--- src/rtl/core/b64d_pkg.sv ---
// Shared types, character constants and the alphabet decode function of the base64 decoder.
package b64d_pkg;

  typedef struct packed {
    logic [7:0] in_char;
    logic       end_of_text;
  } in_item_t;

  typedef struct packed {
    logic [7:0] out_byte;
    logic       group_last;
    logic       text_last;
  } out_item_t;

  typedef struct packed {
    logic [23:0] word;
    logic [1:0]  byte_count;
    logic        text_last;
  } group_t;

  typedef struct packed {
    logic       valid;
    logic [5:0] value;
  } sextet_t;

  localparam logic [7:0] CHAR_UPPER_A = 8'h41;
  localparam logic [7:0] CHAR_UPPER_Z = 8'h5A;
  localparam logic [7:0] CHAR_LOWER_A = 8'h61;
  localparam logic [7:0] CHAR_LOWER_Z = 8'h7A;
  localparam logic [7:0] CHAR_DIGIT_0 = 8'h30;
  localparam logic [7:0] CHAR_DIGIT_9 = 8'h39;
  localparam logic [7:0] CHAR_PLUS    = 8'h2B;
  localparam logic [7:0] CHAR_SLASH   = 8'h2F;
  localparam logic [7:0] CHAR_PAD     = 8'h3D;

  localparam logic [7:0] BASE_LOWER   = 8'd26;
  localparam logic [7:0] BASE_DIGIT   = 8'd52;
  localparam logic [5:0] SEXTET_PLUS  = 6'd62;
  localparam logic [5:0] SEXTET_SLASH = 6'd63;

  localparam logic [1:0] SLOT_LAST    = 2'd3;
  localparam logic [1:0] BYTES_ONE    = 2'd1;
  localparam logic [1:0] BYTES_TWO    = 2'd2;
  localparam logic [1:0] BYTES_THREE  = 2'd3;

  function automatic sextet_t sextet_of(input logic [7:0] c);
    sextet_t    r;
    logic [7:0] d;
    r = '0;
    d = '0;
    if (c >= CHAR_UPPER_A && c <= CHAR_UPPER_Z) begin
      d = c - CHAR_UPPER_A;
      r.valid = 1'b1;
      r.value = d[5:0];
    end else if (c >= CHAR_LOWER_A && c <= CHAR_LOWER_Z) begin
      d = c - CHAR_LOWER_A + BASE_LOWER;
      r.valid = 1'b1;
      r.value = d[5:0];
    end else if (c >= CHAR_DIGIT_0 && c <= CHAR_DIGIT_9) begin
      d = c - CHAR_DIGIT_0 + BASE_DIGIT;
      r.valid = 1'b1;
      r.value = d[5:0];
    end else if (c == CHAR_PLUS) begin
      r.valid = 1'b1;
      r.value = SEXTET_PLUS;
    end else if (c == CHAR_SLASH) begin
      r.valid = 1'b1;
      r.value = SEXTET_SLASH;
    end
    return r;
  endfunction

endpackage

--- src/rtl/core/b64d_front.sv ---
// Front end: accepts characters, gathers each group of up to four and hands closed groups to the queue.
module b64d_front (
  input  logic              clk,
  input  logic              rst_n,
  input  logic              in_valid,
  output logic              in_ready,
  input  b64d_pkg::in_item_t in_data,
  output logic              push_valid,
  input  logic              push_ready,
  output b64d_pkg::group_t  push_data
);
  import b64d_pkg::*;

  logic [1:0]  slot_r, slot_nxt;
  logic [23:0] acc_r, acc_nxt;
  logic [2:0]  pad_r, pad_nxt;

  sextet_t     sx;
  logic [23:0] acc_new;
  logic [2:0]  pad_new;
  logic        accept;
  logic        closes;

  assign in_ready = push_ready;
  assign accept   = in_valid && in_ready;
  assign closes   = (slot_r == SLOT_LAST) || in_data.end_of_text;

  always_comb begin
    sx      = sextet_of(in_data.in_char);
    acc_new = acc_r;
    pad_new = pad_r;
    if (in_data.in_char == CHAR_PAD) begin
      pad_new = pad_r + 3'd1;
    end else if (sx.valid) begin
      unique case (slot_r)
        2'd0: acc_new[23:18] = acc_r[23:18] | sx.value;
        2'd1: acc_new[17:12] = acc_r[17:12] | sx.value;
        2'd2: acc_new[11:6]  = acc_r[11:6]  | sx.value;
        default: acc_new[5:0] = acc_r[5:0]  | sx.value;
      endcase
    end
  end

  always_comb begin
    push_valid           = accept && closes;
    push_data.word       = acc_new;
    push_data.text_last  = in_data.end_of_text;
    if (pad_new >= 3'd2) begin
      push_data.byte_count = BYTES_ONE;
    end else if (pad_new == 3'd1) begin
      push_data.byte_count = BYTES_TWO;
    end else begin
      push_data.byte_count = BYTES_THREE;
    end

    slot_nxt = slot_r;
    acc_nxt  = acc_r;
    pad_nxt  = pad_r;
    if (accept) begin
      if (closes) begin
        slot_nxt = '0;
        acc_nxt  = '0;
        pad_nxt  = '0;
      end else begin
        slot_nxt = slot_r + 2'd1;
        acc_nxt  = acc_new;
        pad_nxt  = pad_new;
      end
    end
  end

  always_ff @(posedge clk) begin
    if (!rst_n) begin
      slot_r <= '0;
      acc_r  <= '0;
      pad_r  <= '0;
    end else begin
      slot_r <= slot_nxt;
      acc_r  <= acc_nxt;
      pad_r  <= pad_nxt;
    end
  end

endmodule

--- src/rtl/core/b64d_queue.sv ---
// Short register queue of closed groups between the front and back ends.
module b64d_queue #(
  parameter int DEPTH = 2
) (
  input  logic             clk,
  input  logic             rst_n,
  input  logic             push_valid,
  output logic             push_ready,
  input  b64d_pkg::group_t push_data,
  output logic             pop_valid,
  input  logic             pop_ready,
  output b64d_pkg::group_t pop_data
);
  import b64d_pkg::*;

  localparam int AW = (DEPTH > 1) ? $clog2(DEPTH) : 1;
  localparam int CW = $clog2(DEPTH + 1);
  localparam logic [CW-1:0] FULL_COUNT = CW'(DEPTH);
  localparam logic [AW-1:0] LAST_SLOT  = AW'(DEPTH - 1);

  group_t        store_r [DEPTH];
  logic [AW-1:0] wr_ptr_r, wr_ptr_nxt;
  logic [AW-1:0] rd_ptr_r, rd_ptr_nxt;
  logic [CW-1:0] count_r, count_nxt;
  logic          do_push;
  logic          do_pop;

  assign push_ready = (count_r != FULL_COUNT);
  assign pop_valid  = (count_r != '0);
  assign pop_data   = store_r[rd_ptr_r];
  assign do_push    = push_valid && push_ready;
  assign do_pop     = pop_valid && pop_ready;

  always_comb begin
    wr_ptr_nxt = wr_ptr_r;
    rd_ptr_nxt = rd_ptr_r;
    count_nxt  = count_r;
    if (do_push) begin
      wr_ptr_nxt = (wr_ptr_r == LAST_SLOT) ? '0 : wr_ptr_r + AW'(1);
    end
    if (do_pop) begin
      rd_ptr_nxt = (rd_ptr_r == LAST_SLOT) ? '0 : rd_ptr_r + AW'(1);
    end
    if (do_push && !do_pop) begin
      count_nxt = count_r + CW'(1);
    end else if (do_pop && !do_push) begin
      count_nxt = count_r - CW'(1);
    end
  end

  always_ff @(posedge clk) begin
    if (!rst_n) begin
      wr_ptr_r <= '0;
      rd_ptr_r <= '0;
      count_r  <= '0;
    end else begin
      wr_ptr_r <= wr_ptr_nxt;
      rd_ptr_r <= rd_ptr_nxt;
      count_r  <= count_nxt;
    end
  end

  always_ff @(posedge clk) begin
    if (do_push) begin
      store_r[wr_ptr_r] <= push_data;
    end
  end

endmodule

--- src/rtl/core/b64d_back.sv ---
// Back end: splits each queued group into its bytes and drives the registered result channel.
module b64d_back (
  input  logic                clk,
  input  logic                rst_n,
  input  logic                pop_valid,
  output logic                pop_ready,
  input  b64d_pkg::group_t    pop_data,
  output logic                out_valid,
  input  logic                out_ready,
  output b64d_pkg::out_item_t out_data
);
  import b64d_pkg::*;

  logic      out_valid_r, out_valid_nxt;
  out_item_t out_item_r, out_item_nxt;
  logic [1:0] idx_r, idx_nxt;
  logic       load;
  logic       is_last;
  logic [7:0] sel_byte;

  assign out_valid = out_valid_r;
  assign out_data  = out_item_r;
  assign load      = !out_valid_r || out_ready;
  assign is_last   = ((idx_r + 2'd1) == pop_data.byte_count);
  assign pop_ready = load && is_last;

  always_comb begin
    unique case (idx_r)
      2'd0: sel_byte = pop_data.word[23:16];
      2'd1: sel_byte = pop_data.word[15:8];
      2'd2: sel_byte = pop_data.word[7:0];
      default: sel_byte = '0;
    endcase

    out_valid_nxt = out_valid_r;
    out_item_nxt  = out_item_r;
    idx_nxt       = idx_r;
    if (load) begin
      out_valid_nxt = pop_valid;
      if (pop_valid) begin
        out_item_nxt.out_byte   = sel_byte;
        out_item_nxt.group_last = is_last;
        out_item_nxt.text_last  = pop_data.text_last;
        idx_nxt = is_last ? 2'd0 : idx_r + 2'd1;
      end
    end
  end

  always_ff @(posedge clk) begin
    if (!rst_n) begin
      out_valid_r <= 1'b0;
      idx_r       <= '0;
    end else begin
      out_valid_r <= out_valid_nxt;
      idx_r       <= idx_nxt;
    end
  end

  always_ff @(posedge clk) begin
    out_item_r <= out_item_nxt;
  end

endmodule

--- src/rtl/core/base64_stream_decoder_unit.sv ---
// Top level of the streaming base64 decoder: front end, group queue and byte back end.
//
//  Channel  Direction  Handshake            Payload
//  in_      input      in_valid/in_ready    in_data   (in_char, end_of_text)
//  out_     output     out_valid/out_ready  out_data  (out_byte, group_last, text_last)
//
// One character is taken per cycle while the group queue has room.
// A closed group gives one to three bytes, one per cycle from the back end's output register
// while the output is not stalled. The first byte of a group is written to the group queue
// at the edge that accepts its closing character, then to the back end's output register.
// Reset is synchronous and clears the partial group, the queue and the output valid flag.
// A stalled output fills the queue; input stalls only once QUEUE_DEPTH groups wait.
module base64_stream_decoder_unit #(
  parameter int QUEUE_DEPTH = 2
) (
  input  logic                clk,
  input  logic                rst_n,
  input  logic                in_valid,
  output logic                in_ready,
  input  b64d_pkg::in_item_t  in_data,
  output logic                out_valid,
  input  logic                out_ready,
  output b64d_pkg::out_item_t out_data
);
  import b64d_pkg::*;

  logic   push_valid;
  logic   push_ready;
  group_t push_data;
  logic   pop_valid;
  logic   pop_ready;
  group_t pop_data;

  b64d_front u_front (
    .clk        (clk),
    .rst_n      (rst_n),
    .in_valid   (in_valid),
    .in_ready   (in_ready),
    .in_data    (in_data),
    .push_valid (push_valid),
    .push_ready (push_ready),
    .push_data  (push_data)
  );

  b64d_queue #(
    .DEPTH (QUEUE_DEPTH)
  ) u_queue (
    .clk        (clk),
    .rst_n      (rst_n),
    .push_valid (push_valid),
    .push_ready (push_ready),
    .push_data  (push_data),
    .pop_valid  (pop_valid),
    .pop_ready  (pop_ready),
    .pop_data   (pop_data)
  );

  b64d_back u_back (
    .clk       (clk),
    .rst_n     (rst_n),
    .pop_valid (pop_valid),
    .pop_ready (pop_ready),
    .pop_data  (pop_data),
    .out_valid (out_valid),
    .out_ready (out_ready),
    .out_data  (out_data)
  );

endmodule

--- config.mk ---
export PLATFORM = sky130hd
export DESIGN_NAME = base64_stream_decoder_unit
export DESIGN_NICKNAME = d
export VERILOG_FILES = /design/src/rtl/core/b64d_pkg.sv /design/src/rtl/core/b64d_front.sv /design/src/rtl/core/b64d_queue.sv /design/src/rtl/core/b64d_back.sv /design/src/rtl/core/base64_stream_decoder_unit.sv
export SDC_FILE = /design/constraint.sdc
export NUM_CORES = 1
export LEC_CHECK = 0
export BUFFER_PORTS_ARGS = -buffer_cell sky130_fd_sc_hd__buf_4
export CORE_MARGIN = 10
export CORE_UTILIZATION = 40
export CTS_BUF_LIST = sky130_fd_sc_hd__clkbuf_8
export CTS_CLUSTER_DIAMETER = 40
export DETAILED_ROUTE_END_ITERATION = 12
export PLACE_DENSITY = 0.6
export SLEW_MARGIN = 20
export SYNTH_ARGS = -nofsm -noshare
export SYNTH_HDL_FRONTEND = slang
export SYNTH_SLANG_ARGS = --single-unit
--- constraint.sdc ---
create_clock -name clk -period 3.2 [get_ports clk]
set_input_delay 0.48 -clock clk [delete_from_list [all_inputs] [get_ports clk]]
set_output_delay 0.48 -clock clk [all_outputs]
set_load 0.1 [all_outputs]
==> impl_metrics.toml <==
[critical_path]
critPathKind = "input port to flop"
worst_setup_path_start_kind = "input port"
worstRegToRegCells = 8
cp_max_fo = 10
arrival_ns = 2.69
path_cells = "buf_4, inv_1, ha_1, or3b_2, and3_1, o21ai_1, a21oi_4, nor2b_2, a21o_1"
cp_slowest_cell = "or3b_2"
max_stage_delay_ns = 0.50
endpoint_kind = "flop"
crit_required_ns = 3.32

[layout]
design_area_um2 = 5130
fin_nets = 444
syn2layout_area_growth_pct = 11.0
antenna_cells = 0
drive_gt1_share_pct = 14.9

[global_route]
gr-total-overflow = 0
grt_pass1_vias = 2977
grt_pass1_wl_um = 15800
antenna_found_initial = 0
grt_use_total_pct = 12.1
grt_max_degree = 28

[placed_design]
hpwlAfterDp_um = 6800
port_buffers = 24
placed_area_um2 = 4940
gp_congestion = 0.878

[outcome]
status = "complete, no violations"

[detailed_routing]
vias = 3010
drt_iter0_drc = 350
wirelength_um = 9370
wl_per_cell_um = 16.7
viasPerCell = 5.38
ant_nets = 0
drt_pass1_iterations = 7
drc_errors = 0

[hold_path]
hold_depth = 1
hp-class = "input port to flop"

[yosys]
synth_cell_types = 60
synthArstFlopShare_pct = 0
avgSynthCellArea_um2 = 11.9
synth_area_um2 = 4620
netlist_instances = 388
yosys-top-cells-area = "edfxtp_1, dfxtp_1, ha_1"
yosysTopAreaCell = "edfxtp_1"
yosys.area.top_type_share_pct = 41.6
ys_ff_latch = 101
synthesis.yosys.warnings = 0
synth.net_count = 420
synth_edf_count = 64
ys_seq_area_share_pct = 57.7
synth_ff_type = "edfxtp_1"

[floorplanning]
die_h_um = 127
row_count = 39
start_util_pct = 40.6
die_x_um = 127
io_pins = 25
core_um2 = 11400
dieArea_um2 = 16200

[cts]
clockBufferDepth = 2
clock_latency_ns = 0.37
cts_tree = "done"
htree_num_levels = 3
ctsHoldBuffers = 0
post_cts_resized = 0
cts_buffers = 9
clk_pin_slew_ns = 0.10
post_cts_buffers = 0
clock_sinks = 101
cts-root-buf = "clkbuf_8"

[timing]
tightest_slew_ns = 0.620
period_share_pct = 80.4
hold_violations = 0
slew_headroom_pct = 58.6
rsz0062_at_grt = "false"
setup_viol = 0
fmax_mhz = 389
drv_slew = 0
worst_clock_skew_ns = 0.0111
finalSetupTns_ns = 0
timing.final.crit_period_ns = 2.57

[pwr]
peakVddDrop_mv = 0.676
p_leak_nw = 2.01
power.total_mw = 3.74
power_density_nw_per_um2 = 730

[job]
drv_cap = 0
[cells in the mapped netlist (4+ instances only)]
| master | count |
|---|---|
| and2_1 | 8 |
| edfxtp_1 | 64 |
| nor2b_1 | 13 |
| clkbuf_1 | 11 |
| and3_1 | 5 |
| ha_1 | 19 |
| a21oi_1 | 20 |
| inv_1 | 15 |
| o31ai_1 | 5 |
| nand3_1 | 6 |
| xnor2_1 | 8 |
| o21ai_0 | 13 |
| dfxtp_1 | 37 |
| a21o_1 | 26 |
| a31oi_1 | 4 |
| a222oi_1 | 14 |
| nand2_1 | 29 |
| nor2_1 | 20 |
| a211oi_1 | 8 |
| nor3_1 | 4 |
[metrics by stage]
| step | cells | hold WS [ns] | setup WS [ns] | util (%) |
|---|---|---|---|---|
| 6_report | 560 | 0.355 | 0.627 | 45.1 |
| 5_1_grt | 560 | 0.327 | 0.476 | 45.1 |
| 4_1_cts | 560 | 0.331 | 0.656 | 45.1 |
| 3_5_place_dp | 544 | 0.455 | 0.256 | 43.5 |
| 3_3_place_gp | 544 | 0.450 | 0.348 | 43.5 |
| 2_1_floorplan | 388 | 0.427 | 0.127 | - |
[kinds of logic (layout without fill, tap and decap cells)]
kind of cell,count (synthesis),after routing,share of synthesized area (%)
and+or+nand+nor,103,103,11.5
xor gates and xnor gates,11,11,2.09
muxes,5,5,1.14
adders and majority gates,19,19,5.15
buffers and inverters,32,61,2.95
DFF,101,101,57.7
AOI/OAI and AO/OA,117,117,19.5
[state kept, by name (all words and copies together) (netlist names), named ones only]
| register | flops |
|---|---|
| u_front.slot_r | 2 |
| u_queue.rd_ptr_r | 1 |
| u_front.pad_r | 3 |
| u_queue.store_r | 54 |
| u_queue.count_r | 2 |
| u_back.idx_r | 2 |
| u_front.acc_r | 24 |
| u_queue.wr_ptr_r | 1 |
| u_back.out_data | 10 |
| u_back.out_valid | 1 |
[cell type report]
cell class / count / area [um^2]
Clock buffer: 9 / 124
Clock inverter: 7 / 57.6
Fill cell: 1049 / 6240
Inverter: 15 / 56.3
Multi-Input combinational cell: 255 / 1820
Sequential cell: 101 / 2660
Tap cell: 143 / 179
Timing Repair Buffer: 30 / 225
[power by group]
part           total [mW]  internal (mW)  leakage [nW]  switching [mW]
sequential           1.65           1.58         0.873          0.0654
combinational        1.35          0.367          1.05           0.983
clock               0.744          0.293        0.0907           0.451
[final timing paths]
| path | from | endpoint | slack (ns) |
|---|---|---|---|
| worst max-delay path | in_data[3] | u_queue.store_r[0][18] | 0.63 |
| worst min-delay path | in_data[0] | u_queue.store_r[1][0] | 0.35 |
| worst max register to register | u_back.idx_r[0] | u_queue.count_r[1] | 0.85 |
| worst min register to register | u_front.acc_r[1] | u_front.acc_r[1] | 0.47 |
[per-layer routing]
layer / global-route usage (%) / share of wire [%] / up-vias
met5: 0 / 0 / -
met4: 4.15 / 1.3 / 0
met3: 2.73 / 4.9 / 9
met2: 18.7 / 45 / 74
met1: 16.2 / 49 / 1420
li1: - / - / 1507
[worst max-delay path: cells and delay by family]
kind                     cells  cell delay [ns]
AND/OR/NAND/NOR              3             0.94
buffers and inverters        2             0.31
adder cells (fa/ha/maj)      1             0.29
AO/OA/AOI/OAI                3             0.66
[layout by cell type (no fill, tap or decap), drive strengths merged, types with 2 or more instances in the layout]
master / instances
a211oi: 9
a21boi: 3
a21o: 26
a21oi: 21
a222oi: 14
a31oi: 4
and2: 8
and3: 6
buf: 30
clkbuf: 9
clkinv: 3
dfxtp: 37
edfxtp: 64
ha: 19
inv: 18
mux2: 2
mux2i: 3
nand2: 29
nand2b: 3
nand3: 6
nor2: 22
nor2b: 14
nor3: 4
nor4: 2
o21a: 3
o21ai: 14
o22a: 2
o31ai: 5
o32ai: 2
or3: 2
or3b: 2
xnor2: 8
xor2: 3
(Power assumes the default switching activity.)
